**src/sv/b64d_pkg.sv**
```systemverilog
`default_nettype none

package b64d_pkg;

  localparam int QDEPTH = 4;
  localparam int QAW    = $clog2(QDEPTH);

  localparam logic [7:0] CH_PAD   = 8'h3d;
  localparam logic [7:0] CH_PLUS  = 8'h2b;
  localparam logic [7:0] CH_SLASH = 8'h2f;
  localparam logic [6:0] SX_NONE  = 7'd64;

  typedef enum logic [1:0] {
    ST_OK       = 2'd0,
    ST_BAD_CHAR = 2'd1,
    ST_BAD_PAD  = 2'd2,
    ST_BAD_LEN  = 2'd3
  } status_t;

  typedef struct packed {
    logic [7:0] char_in;
    logic       end_of_text;
  } req_t;

  typedef struct packed {
    logic [7:0] data_byte;
    logic       byte_valid;
    logic       last;
    status_t    status;
  } res_t;

  typedef struct packed {
    logic [23:0] bytes;
    logic [1:0]  count;
    logic        last;
    status_t     status;
  } grp_t;

  typedef struct packed {
    logic full;
    logic empty;
  } q_stat_t;

  function automatic logic is_blank(input logic [7:0] c);
    return (c == 8'h20) || (c >= 8'h09 && c <= 8'h0d);
  endfunction

  function automatic logic [6:0] sextet_of(input logic [7:0] c);
    logic [7:0] d;
    d = {1'b0, SX_NONE};
    if (c >= 8'h41 && c <= 8'h5a) begin
      d = c - 8'd65;
    end else if (c >= 8'h61 && c <= 8'h7a) begin
      d = c - 8'd71;
    end else if (c >= 8'h30 && c <= 8'h39) begin
      d = c + 8'd4;
    end else if (c == CH_PLUS) begin
      d = 8'd62;
    end else if (c == CH_SLASH) begin
      d = 8'd63;
    end
    return d[6:0];
  endfunction

endpackage

`default_nettype wire

```
**src/sv/b64d_front.sv**
```systemverilog
`default_nettype none

module b64d_front (
  input  wire logic          clk,
  input  wire logic          rst,
  input  wire logic          fire,
  input  wire b64d_pkg::req_t req,
  output logic               push,
  output b64d_pkg::grp_t     entry
);
  import b64d_pkg::*;

  logic [17:0] sbuf, sbuf_next;
  logic [1:0]  pos, pos_next;
  logic        twp, twp_next;
  logic        pgd, pgd_next;
  status_t     err, err_next;

  logic        pad;
  logic [6:0]  sx;
  logic [5:0]  s;
  logic [1:0]  cnt;
  logic [23:0] v;

  always_comb begin
    pad       = (req.char_in == CH_PAD);
    sx        = sextet_of(req.char_in);
    s         = pad ? 6'd0 : sx[5:0];
    v         = {sbuf, s};
    sbuf_next = sbuf;
    pos_next  = pos;
    twp_next  = twp;
    pgd_next  = pgd;
    err_next  = err;
    cnt       = 2'd0;
    if (err == ST_OK && !is_blank(req.char_in)) begin
      priority if (pgd) begin
        err_next = ST_BAD_PAD;
      end else if (!pad && sx[6]) begin
        err_next = ST_BAD_CHAR;
      end else if (pad && pos < 2'd2) begin
        err_next = ST_BAD_PAD;
      end else if (pos == 2'd3 && !pad && twp) begin
        err_next = ST_BAD_PAD;
      end else if (pos < 2'd3) begin
        if (pos == 2'd2 && pad) begin
          twp_next = 1'b1;
        end
        sbuf_next = {sbuf[11:0], s};
        pos_next  = pos + 2'd1;
      end else begin
        cnt       = twp ? 2'd1 : (pad ? 2'd2 : 2'd3);
        pgd_next  = pad || twp;
        sbuf_next = '0;
        pos_next  = 2'd0;
        twp_next  = 1'b0;
      end
    end
    if (req.end_of_text && err_next == ST_OK && pos_next != 2'd0) begin
      err_next = ST_BAD_LEN;
    end
    entry.bytes  = v;
    entry.count  = cnt;
    entry.last   = req.end_of_text;
    entry.status = err_next;
    push         = fire && (cnt != 2'd0 || req.end_of_text);
  end

  always_ff @(posedge clk) begin
    if (rst) begin
      sbuf <= '0;
      pos  <= '0;
      twp  <= 1'b0;
      pgd  <= 1'b0;
      err  <= ST_OK;
    end else if (fire) begin
      if (req.end_of_text) begin
        sbuf <= '0;
        pos  <= '0;
        twp  <= 1'b0;
        pgd  <= 1'b0;
        err  <= ST_OK;
      end else begin
        sbuf <= sbuf_next;
        pos  <= pos_next;
        twp  <= twp_next;
        pgd  <= pgd_next;
        err  <= err_next;
      end
    end
  end

endmodule

`default_nettype wire

```
**src/sv/b64d_queue.sv**
```systemverilog
`default_nettype none

module b64d_queue (
  input  wire logic           clk,
  input  wire logic           rst,
  input  wire logic           push,
  input  wire b64d_pkg::grp_t push_data,
  input  wire logic           pop,
  output b64d_pkg::grp_t      head,
  output b64d_pkg::q_stat_t   stat
);
  import b64d_pkg::*;

  grp_t           mem [QDEPTH];
  logic [QAW-1:0] wptr, rptr;
  logic [QAW:0]   count;

  assign head       = mem[rptr];
  assign stat.full  = (count == (QAW+1)'(QDEPTH));
  assign stat.empty = (count == '0);

  always_ff @(posedge clk) begin
    if (push) begin
      mem[wptr] <= push_data;
    end
  end

  always_ff @(posedge clk) begin
    if (rst) begin
      wptr  <= '0;
      rptr  <= '0;
      count <= '0;
    end else begin
      if (push) begin
        wptr <= wptr + 1'b1;
      end
      if (pop) begin
        rptr <= rptr + 1'b1;
      end
      unique case ({push, pop})
        2'b10:   count <= count + 1'b1;
        2'b01:   count <= count - 1'b1;
        default: count <= count;
      endcase
    end
  end

endmodule

`default_nettype wire

```
**src/sv/b64d_back.sv**
```systemverilog
`default_nettype none

module b64d_back (
  input  wire logic              clk,
  input  wire logic              rst,
  input  wire b64d_pkg::grp_t    head,
  input  wire b64d_pkg::q_stat_t stat,
  output logic                   pop,
  output logic                   res_valid,
  input  wire logic              res_ready,
  output b64d_pkg::res_t         res
);
  import b64d_pkg::*;

  logic [1:0] idx;
  logic [1:0] final_idx;
  logic       at_final;
  logic       fire;
  logic [7:0] sel;

  always_comb begin
    final_idx = (head.count == 2'd0) ? 2'd0 : head.count - 2'd1;
    at_final  = (idx == final_idx);
    res_valid = !stat.empty;
    fire      = res_valid && res_ready;
    pop       = fire && at_final;
    unique case (idx)
      2'd0:    sel = head.bytes[23:16];
      2'd1:    sel = head.bytes[15:8];
      default: sel = head.bytes[7:0];
    endcase
    res.byte_valid = (head.count != 2'd0);
    res.data_byte  = res.byte_valid ? sel : 8'd0;
    res.last       = head.last && at_final;
    res.status     = res.last ? head.status : ST_OK;
  end

  always_ff @(posedge clk) begin
    if (rst) begin
      idx <= '0;
    end else if (pop) begin
      idx <= '0;
    end else if (fire) begin
      idx <= idx + 2'd1;
    end
  end

endmodule

`default_nettype wire

```
**src/sv/base64_decoder_checked.sv**
```systemverilog
// channel | signals                     | direction | payload
// request | req_valid, req_ready, req   | in        | char_in, end_of_text
// result  | res_valid, res_ready, res   | out       | data_byte, byte_valid, last, status
//
// One request is taken per cycle while the group queue has room; the front
// classifies it and updates the group state in that cycle.
// A completed group or end of text puts one entry in the four-entry queue;
// the back drains it one result per cycle if res_ready is high (one to three per entry).
// Reset (rst, synchronous) empties the queue and clears the group state.
// A stalled result side stalls requests only once the queue is full.
`default_nettype none

module base64_decoder_checked (
  input  wire logic           clk,
  input  wire logic           rst,
  input  wire logic           req_valid,
  output logic                req_ready,
  input  wire b64d_pkg::req_t req,
  output logic                res_valid,
  input  wire logic           res_ready,
  output b64d_pkg::res_t      res
);
  import b64d_pkg::*;

  grp_t    entry, head;
  q_stat_t stat;
  logic    push, pop, fire;

  assign req_ready = !stat.full;
  assign fire      = req_valid && req_ready;

  b64d_front u_front (
    .clk   (clk),
    .rst   (rst),
    .fire  (fire),
    .req   (req),
    .push  (push),
    .entry (entry)
  );

  b64d_queue u_queue (
    .clk       (clk),
    .rst       (rst),
    .push      (push),
    .push_data (entry),
    .pop       (pop),
    .head      (head),
    .stat      (stat)
  );

  b64d_back u_back (
    .clk       (clk),
    .rst       (rst),
    .head      (head),
    .stat      (stat),
    .pop       (pop),
    .res_valid (res_valid),
    .res_ready (res_ready),
    .res       (res)
  );

endmodule

`default_nettype wire

```
**config.mk**
```make
export PLATFORM = sky130hd
export DESIGN_NAME = base64_decoder_checked
export DESIGN_NICKNAME = d
export VERILOG_FILES = /design/src/sv/b64d_pkg.sv /design/src/sv/b64d_front.sv /design/src/sv/b64d_queue.sv /design/src/sv/b64d_back.sv /design/src/sv/base64_decoder_checked.sv
export SDC_FILE = /design/constraint.sdc
export NUM_CORES = 1
export LEC_CHECK = 0
export BUFFER_PORTS_ARGS = -buffer_cell sky130_fd_sc_hd__buf_4
export CAP_MARGIN = 20
export CORE_MARGIN = 4
export CORE_UTILIZATION = 45
export CTS_CLUSTER_DIAMETER = 120
export DETAILED_ROUTE_END_ITERATION = 10
export GPL_TIMING_DRIVEN = 0
export PLACE_DENSITY_LB_ADDON = 0.12
export REMOVE_ABC_BUFFERS = 1
export SLEW_MARGIN = 20
export SYNTH_ARGS = -nofsm -noshare
export SYNTH_HDL_FRONTEND = slang
export SYNTH_SLANG_ARGS = --single-unit
```
**constraint.sdc**
```tcl
create_clock -name clk -period 4.5 [get_ports clk]
set_clock_uncertainty 0.15 [all_clocks]
set_input_delay 0.675 -clock clk [delete_from_list [all_inputs] [get_ports clk]]
set_output_delay 0.675 -clock clk [all_outputs]
set_load 0.01 [all_outputs]
```
After elaboration in Yosys (flattened, before gate mapping)
Memory sizes are Yosys's and may differ from the RTL's. A register that Yosys moved wholly into a read port is not among the register bits.
Index checks and enable logic that the tools add are counted.
{"block": "totals", "output_inout_bits": 14, "mem_count": 1, "reg_bits": 33, "mem_bits_rw": 116, "word_cells": 143}
{"name": "u_queue.mem", "words": 4, "width": 29, "rd": 1, "rd_clocked_by_memory_dff": 1, "write_ports": 1, "line_no": "b64d_queue.sv:14", "rtl": "grp_t mem [QDEPTH];"}
{"block": "classes", "n_addsub": 10, "n_reduce_logical": 38, "n_eq_ne": 16, "n_lt_le_gt_ge": 10, "mux": 59}
{"op": "2-to-1 mux 18 bit", "count": 7}
{"op": "2-to-1 mux 2 bit", "count": 25}
{"op": "2-to-1 mux 7 bit", "count": 5}
{"op": "equality test 8 x 6 -> 1 bit, second input constant", "count": 4}
{"op": "2-to-1 mux 1 bit", "count": 18}
{"op": "logical AND 1 bit", "count": 17}
{"op": "greater-or-equal comparator 8 x 7 -> 1 bit, second input constant", "count": 2}
{"op": "<= comparator 8 x 7 -> 1 bit, second input constant", "count": 2}
{"op": "case mux 8 bit (2 select lines)", "count": 1}
{"op": "subtractor 7 bit, second input constant", "count": 2}
{"op": "nonzero test 2 bit", "count": 5}
{"op": "adder 2 x 1 -> 2 bit, second input constant", "count": 4}
{"op": "greater-or-equal comparator 8 x 4 -> 1 bit, second input constant", "count": 1}
{"op": "greater-or-equal comparator 8 x 6 -> 1 bit, second input constant", "count": 1}
{"op": "<= comparator 8 x 4 -> 1 bit, second input constant", "count": 1}
{"op": "<= comparator 8 x 6 -> 1 bit, second input constant", "count": 1}
{"op": "zero test 2 bit", "count": 4}
{"op": "2-to-1 mux 8 bit", "count": 1}
{"op": "inequality test 2 bit, second input constant", "count": 4}
{"op": "adder 7 x 3 -> 7 bit, second input constant", "count": 1}
{"op": "AND reduction 7 bit", "count": 1}
{"op": "equality test 2 bit, second input constant", "count": 3}
{"op": "2-to-1 mux 6 bit", "count": 1}
{"op": "case mux 3 bit (2 select lines)", "count": 1}
{"op": "14 further kinds", "count": 21}

Longest topological paths before layout
Gate-level depths: netlist of the first run.
{"block": "depth", "ltp_word": 15, "mapped_depth": 16, "mapped_depth_nobuf": 14}

Cells and area by module
A second synthesis of the first run with hierarchy kept.
{"block": "hier_totals", "cells_unflattened": 497, "hier_area_um2": 6801.5}
{"module": "b64d_queue", "seq_area_each_um2": 3663.5, "area_each_um2": 4626.9, "cells_each": 198, "instances": 1}
{"module": "b64d_front", "seq_area_each_um2": 480.5, "area_each_um2": 1811.7, "cells_each": 242, "instances": 1}
{"module": "b64d_back", "seq_area_each_um2": 40.0, "area_each_um2": 352.8, "cells_each": 55, "instances": 1}
{"module": "base64_decoder_checked", "seq_area_each_um2": 0.0, "area_each_um2": 10.0, "cells_each": 2, "instances": 1}

Worst setup path before layout of the first run
OpenSTA, ideal clock, no wires.
{"block": "synth_path", "path_kind": "input to register", "startpoint": "input req[3] (netlist name)", "endpoint": "memory u_queue.mem[0][0] (netlist name), enable pin", "slack_ps": 687, "required_ps": 3961, "stages": 10, "setup_time_ps": 389, "arrival_ps": 3275, "n_path_buf": 2, "path_cell_list": "clkbuf_1 inv_1 ha_1 a21oi_1 a311o_1 nand3_1 o22ai_1 buf_2 a31o_2 and2_1"}
{"block": "synth_between", "elab_chain_cells": 15, "word_cells_on_any_way": 45}
{"item": "start: declaration", "line_no": "base64_decoder_checked.sv:18", "rtl": "input wire b64d_pkg::req_t req,"}
{"item": "branches (longest 9 deep; another with greater-or-equal comparator 8 x 6 -> 1 bit)"}
{"item": "2-to-1 mux 2 bit *", "line_no": "b64d_front.sv:36", "rtl": "if (err == ST_OK && !is_blank(req.char_in)) begin"}
{"item": "nonzero test 2 bit *", "line_no": "b64d_front.sv:66", "rtl": "push = fire && (cnt != 2'd0 || req.end_of_text);"}
{"item": "logical OR 1 bit *", "line_no": "b64d_front.sv:66"}
{"item": "logical AND 1 bit *", "line_no": "b64d_front.sv:66"}
{"item": "2-to-1 mux 1 bit *", "line_no": "b64d_queue.sv:23", "rtl": "if (push) begin"}
{"item": "2-to-1 mux 1 bit (not written as such) *", "line_no": "b64d_queue.sv:24", "rtl": "mem[wptr] <= push_data;"}
{"item": "end: declaration", "line_no": "b64d_queue.sv:14"}
Every way passes the cells marked *.

Worst setup path after layout of the first run
{"block": "layout_path", "startpoint": "input req[3] (netlist name)", "endpoint": "register u_queue.count[2]"}
{"block": "layout_between", "elab_chain_cells": 15, "word_cells_on_any_way": 47}
{"item": "branches (longest 9 deep; another with greater-or-equal comparator 8 x 6 -> 1 bit)"}
{"item": "2-to-1 mux 2 bit *", "line_no": "b64d_front.sv:36"}
{"item": "nonzero test 2 bit *", "line_no": "b64d_front.sv:66"}
{"item": "logical OR 1 bit *", "line_no": "b64d_front.sv:66"}
{"item": "logical AND 1 bit *", "line_no": "b64d_front.sv:66"}
{"item": "equality test 2 x 1 -> 1 bit / equality test 2 bit (equally long branches)", "line_no": "b64d_queue.sv:40", "rtl": "unique case ({push, pop})"}
{"item": "case mux 3 bit (2 select lines) / nonzero test 2 bit (equally long branches)"}
{"item": "end signal: assignment", "line_no": "b64d_queue.sv:41", "rtl": "2'b10: count <= count + 1'b1;"}
{"item": "end signal: assignment", "line_no": "b64d_queue.sv:42", "rtl": "2'b01: count <= count - 1'b1;"}
{"item": "end signal: assignment", "line_no": "b64d_queue.sv:43", "rtl": "default: count <= count;"}
{"item": "end: declaration", "line_no": "b64d_queue.sv:16", "rtl": "logic [QAW:0] count;"}
Marks and branches as above.
A chain may end at the register's enable or synchronous reset.

==> flow_metrics.tcl, run 1 <==
set metrics [dict create \
    tightest_slew_ps 983 \
    place_congestion 0.860 \
    fin_nets 546 \
    synthMuxAreaShare_pct 12.5 \
    syn_area_per_cell_um2 14.1 \
    die_w_um 132 \
    synthSimpleGateAreaFrac_pct 11.4 \
    finalPower_w 0.00331 \
    postPlaceCellArea_um2 7320 \
    synth_xor_area_share_pct 1.40 \
    grt_busiest_layer "met2" \
    slowest_stage "o22ai_1" \
    area.growth.synth_to_final_pct 15.1 \
    dr.pass1.iters 4 \
    max_freq_mhz 254 \
    grt_use_total_pct 17.1 \
    drcViolationCount 0 \
    grt_antenna_before_repair 0 \
    synth.yosys.warnings 0 \
    seq_area_frac_synth_pct 60.8 \
    start_util_pct 46.6 \
    grt_util_met2_pct 28.7 \
    rsz0062_at_grt "no" \
    grt_use_met1_pct 22.6 \
    vias_per_cell 5.64 \
    crit_path_cell_trace "buf_4, inv_1, ha_1, a21oi_1, a311o_1, nand3_1, o22ai_1, a31o_2, inv_2, ha_1, inv_1, fa_1, xor2_1, or3_1, a21oi_1" \
    cts_tree "yes" \
    rows 44 \
    finalInstanceArea_um2 7910 \
    grt-ovfl-total 0 \
    via_count 4009 \
    status "complete, no violations" \
    core_um2 14800 \
    synth_fa_ha_area_share_pct 3.57 \
    post-synth-top-area-cell "edfxtp_1" \
    cts_buffer_depth 2 \
    worst_slack_ps 558 \
    gr-usage-met3_pct 3.52 \
    io-pin-count 27 \
    final-hold-violation-count 0 \
    synth_top_area_share_pct 50.6 \
    detail_route.wl_per_cell_um 19.7 \
    cellLeakagePower_nw 2.62 \
    cts_setup_buffers 0 \
    asyncSetResetFlopFracSynth_pct 0 \
    clock_sinks 151 \
    synth_cell_type_count 64 \
    port_buffers 26 \
    wirelength_um 14000 \
    grt_pass1_vias 4312 \
    ys_ff_latch 151 \
    synth_compound_area_share_pct 7.35 \
    yosysMostFrequentCell "edfxtp_1" \
    cts-resized-gates 0 \
    finalCritPeriodShare_pct 87.6 \
    synth_top_family_by_area "multiplexers" \
    cts_root_buf "clkbuf_16" \
    n_antenna_cell 0 \
    crit_path_start_kind "input port" \
    synth_area_um2 6880 \
    critPathKind "in -> reg" \
    postCtsHoldBufs 0 \
    arrival_ps 4130 \
    power.density_nw_per_um2 418 \
    netlist_instances 488 \
    grt_pass1_wl_um 23200 \
    ir_drop_uv 265 \
    synth_edf_count 116 \
    synthTopCellsByArea "edfxtp_1 51%, dfxtp_1 10%, mux4_2 9.5%" \
    min_period_ps 3940 \
    synthFlopType "edfxtp_1" \
    min_path_type "reg -> reg" \
    final_antenna_net_count 0 \
    dieArea_um2 17300 \
    dp_slack_ps 154 \
    yosys-top-cells-count "116 x edfxtp_1, 35 x dfxtp_1, 29 x mux4_2, 24 x nand2b_1, 23 x nand2_1" \
    path_clk_slew_ps 60 \
    cp_slowest_stage_delay_ps 820 \
    relSlewSlack_pct 34.4 \
    grt_max_degree 38 \
    critical_path.max_fanout 11 \
    numCtsBuffers 17 \
    drt-initial-drc-count 246 \
    dieHeight_um 132 \
    cp.required_ps 4690 \
    clk_latency_ps 410 \
    drv_cap 0 \
    drive_above_1_share_pct 20.7 \
    slew_violations 0 \
    dp_hpwl_um 9270 \
    worst_setup_path_end_kind "flip-flop" \
    final-setup-viol-count 0 \
    htree_num_levels 4 \
]
placed cells by master, fill, tap and decap left out, types with 3 or more instances in the layout:
master,count
a211oi_1,3
buf_16,4
nand3_1,10
nor3b_1,4
nor3_1,10
and2_2,4
inv_2,4
nand2_1,23
and3_1,3
mux2i_1,18
edfxtp_1,116
xnor2_1,9
a22oi_1,9
bufinv_16,3
ha_1,18
nor2_1,21
o21ai_0,6
dfxtp_1,33
nor2b_1,7
nand4_1,6
or3_1,15
a31oi_1,7
a21oi_1,22
mux4_2,29
buf_4,26
clkinv_2,6
nand2b_1,24
inv_1,17
clkbuf_16,17
cell type report:
class,count,area [um^2]
clock buffers,21,460
clock inverters,11,131
fillers,1214,6840
inverters,21,78.8
multi-input cells,292,2500
flip-flops and latches,151,4190
well taps,184,230
repair buffers,31,325
flip-flops by register name, indices dropped and copies added, names as in the netlist, named ones only:
| signal | cells |
|---|---|
| u_front.twp | 1 |
| u_queue.count | 3 |
| u_front.pos | 2 |
| u_back.idx | 2 |
| u_queue.wptr | 2 |
| u_queue.rptr | 2 |
| u_queue.mem | 116 |
| u_front.pgd | 1 |
| u_front.sbuf | 18 |
| u_front.err | 2 |
kinds of logic (layout without fill, tap and decap cells):
group	count (synthesis)	in the layout
AO/OA/AOI/OAI	72	72
flip-flops	151	151
adder cells (fa/ha/maj)	19	19
XOR/XNOR	11	11
buffers and inverters	45	84
multiplexers	49	49
AND/OR/NAND/NOR	141	141
path summary, 6_finish.rpt:
path,start,cells past startpoint,slack (ps),endpoint
worst max-delay path,req[3],15,560,u_queue.count[2]
worst min-delay path,u_front.err[1],2,340,u_front.err[1]
worst max register to register,flip-flop,10,700,u_queue.count[2]
worst min register to register,u_front.err[1],2,340,u_front.err[1]
routing by layer:
metal	vias up	wire length, um
met5	-	0
met4	0	97
met3	8	555
met2	90	7110
met1	1985	6230
li1	1926	-
per-stage QoR:
| stage | hold slack [ps] | instances | setup TNS (ps) | utilization (%) |
|---|---|---|---|---|
| floorplan | 302 | 464 | 0 | - |
| global placement | 320 | 674 | -54440 | 48.7 |
| detailed placement | 327 | 679 | 0 | 49.6 |
| CTS | 339 | 711 | 0 | 53.6 |
| global route | 370 | 711 | 0 | 53.6 |
| finish | 335 | 711 | 0 | 53.6 |
worst max-delay path: cells and delay by family:
kind,cells,cell delay [ps]
and+or+nand+nor,2,530
adders and majority gates,3,700
buffers and inverters,4,380
xor gates and xnor gates,1,80
AOI/OAI and AO/OA,5,1760
report_power, final:
| group | switching (W) | leakage, nW | internal [W] |
|---|---|---|---|
| clock | 0.000507 | 0.294 | 0.000893 |
| sequential | 0.0000340 | 1.28 | 0.00153 |
| combinational | 0.000184 | 1.04 | 0.000163 |
| total | 0.000725 | 2.62 | 0.00259 |
(Power assumes the default switching activity.)
==> inputs of run 2 (changes only) <==
- ABC_AREA: unset -> 1
- REMOVE_ABC_BUFFERS: 1 -> unset
==> run 2 against run 1 <==
Net effect: first-iteration DRC count is 30% higher; setup slack better by 350 ps; maximum frequency is 9.7% higher; sequential share of layout area is 2.4 points lower; core utilization is 0.41 points higher; largest cell class unchanged; largest power group unchanged; area after synthesis is 2.9% higher; clock power is 3% higher.
==> flow_metrics.tcl, run 2 <==
set metrics [dict create \
    status "complete, no violations" \
    clock_sinks 151 \
    critical_path.max_fanout 10 \
    fin_nets 794 \
    postCtsHoldBufs 0 \
    drt-initial-drc-count 320 \
    crit_start "req[1]" \
    tns_ps 0 \
    rows 45 \
    cp_slowest_stage_delay_ps 380 \
    dp_hpwl_um 12400 \
    netlist_instances 715 \
    syn_area_per_cell_um2 9.90 \
    slowest_stage "fa_1" \
    worst_setup_path_end_kind "flip-flop" \
    finalInstanceArea_um2 8280 \
    grt-ovfl-total 0 \
    place_congestion 0.872 \
    yosysMostFrequentCell "edfxtp_1" \
    wirelength_um 17800 \
    path_clk_slew_ps 60 \
    grt_pass1_vias 5344 \
    synthFlopType "edfxtp_1" \
    syn_nets 747 \
    detail_route.wl_per_cell_um 18.0 \
    grt_max_degree 19 \
    final_common_cell "edfxtp_1" \
    largest_reg_flops 116 \
    cp_top_family "simple AND/OR/NAND/NOR gates" \
    min_path_type "in -> reg" \
    yosys-top-cells-count "116 x edfxtp_1, 104 x nor2_1, 94 x o21ai_0, 85 x nand2_1, 54 x inv_1" \
    finalCritPeriodShare_pct 79.8 \
    synth_top_area_share_pct 49.2 \
    drive_above_1_share_pct 13.4 \
    min_period_ps 3590 \
    cts_buffer_depth 2 \
    clk_latency_ps 420 \
    drv_cap 0 \
    ys_ff_latch 151 \
    core_um2 15300 \
    finalPower_w 0.00382 \
    cellLeakagePower_nw 3.16 \
    cts-resized-gates 0 \
    port_buffers 24 \
    rsz0062_at_grt "no" \
    slew_violations 0 \
    cp.required_ps 4660 \
    drcViolationCount 0 \
    grt_pass1_wl_um 29000 \
    final_antenna_net_count 0 \
    path_buf_inv 6 \
    synth_area_um2 7080 \
    cts_tree "yes" \
    reg2regPathDepth 13 \
    cts_root_buf "clkbuf_16" \
    cts_setup_buffers 0 \
    reg.largest.list "u_queue.mem x116, u_front.sbuf x18, u_queue.count x3" \
    n_antenna_cell 0 \
    die_w_um 133 \
    vias_per_cell 5.40 \
    relSlewSlack_pct 48.2 \
    seq_area_frac_synth_pct 59.1 \
    area.growth.synth_to_final_pct 17.0 \
    top_register "u_queue.mem" \
    critPathKind "in -> reg" \
    asyncSetResetFlopFracSynth_pct 0 \
    reg2reg_setup_slack_ps 1420 \
    dieArea_um2 17800 \
    synthTopCellsByArea "edfxtp_1 49%, dfxtp_1 9.9%, o21ai_0 6.6%" \
    path_common_cell "nand2_2" \
    crit_path_start_kind "input port" \
    max_freq_mhz 278 \
    arrival_ps 3750 \
    grt_use_total_pct 21.1 \
    grt_antenna_before_repair 0 \
    via_count 5322 \
    post-synth-top-area-cell "edfxtp_1" \
    io-pin-count 27 \
    worstReg2RegEnd "u_queue.count[2]" \
    synth.yosys.warnings 0 \
    dieHeight_um 133 \
    dr.pass1.iters 8 \
    htree_num_levels 4 \
    crit_path_cell_trace "buf_4, inv_1, ha_1, inv_1, nand2_1, nand2_1, nand2_1, nand2_2, nand2_4, nand2_2, nand2_2, inv_2, nand3_4, nand4_2, nand2_2, buf_6, o21ai_4, ha_1, inv_1, fa_1, a21oi_1, o21ai_0, o21ai_0, a21oi_1" \
    synth_cell_type_count 48 \
    path_depth 24 \
    numCtsBuffers 17 \
    start_util_pct 46.2 \
    layout_common_cells "116 x edfxtp_1, 100 x nor2_1, 94 x o21ai_0" \
    final-hold-violation-count 0 \
    ir_drop_uv 281 \
    synth_edf_count 116 \
    crit_end "u_queue.count[2]" \
    tightest_slew_ps 776 \
    final-setup-viol-count 0 \
    postPlaceCellArea_um2 7660 \
    power.density_nw_per_um2 462 \
]
-- run 2: logic make-up (layout without fill, tap and decap cells) --
family,Yosys count,count (layout),share of synthesized area [%]
xor+xnor,6,6,0.743
fa+ha+maj,19,19,3.47
buf+inv,95,155,5.64
simple gates,262,262,16.5
flops,151,151,59.1
compound gates,182,182,14.5
-- run 2: cell type report --
class	count	area, um^2
tap	211	264
clock inverter	8	80.1
buffer	33	163
multi-input combinational	469	2520
clock buffer	24	536
inverter	62	236
sequential	151	4180
fill	1382	7040
timing repair buffer	28	290
-- run 2: layer usage --
metal	share of wire [%]	GRT usage [%]	up-vias
li1	-	-	2591
met1	43	27.4	2549
met2	49	35.0	147
met3	5.5	4.38	35
met4	2.6	7.89	0
met5	0	0	-
-- run 2: metrics by stage --
step	hold slack (ps)	cells	utilization, %	worst slack, ps
2_1_floorplan	272	715	-	593
3_3_place_gp	291	950	49.1	-1070
3_5_place_dp	292	954	50.0	470
4_1_cts	274	986	54.0	906
5_1_grt	280	986	54.0	569
6_report	291	986	54.0	907
-- run 2: report_power, final --
group,switching [W],internal [W]
clock network,0.000552,0.000892
logic,0.000473,0.000254
registers,0.0000529,0.00160
total,0.00108,0.00275
-- run 2: how the worst min path moves through the flow --
stage	startpoint	endpoint	depth (start not counted)
finish	rst	u_front.err[1]	2
global route	rst	u_front.err[1]	2
CTS	rst	u_front.err[1]	2
detailed placement	u_queue.count[0]	u_queue.count[0]	1
global placement	u_queue.count[0]	u_queue.count[0]	1
floorplan	u_queue.count[0]	u_queue.count[0]	1
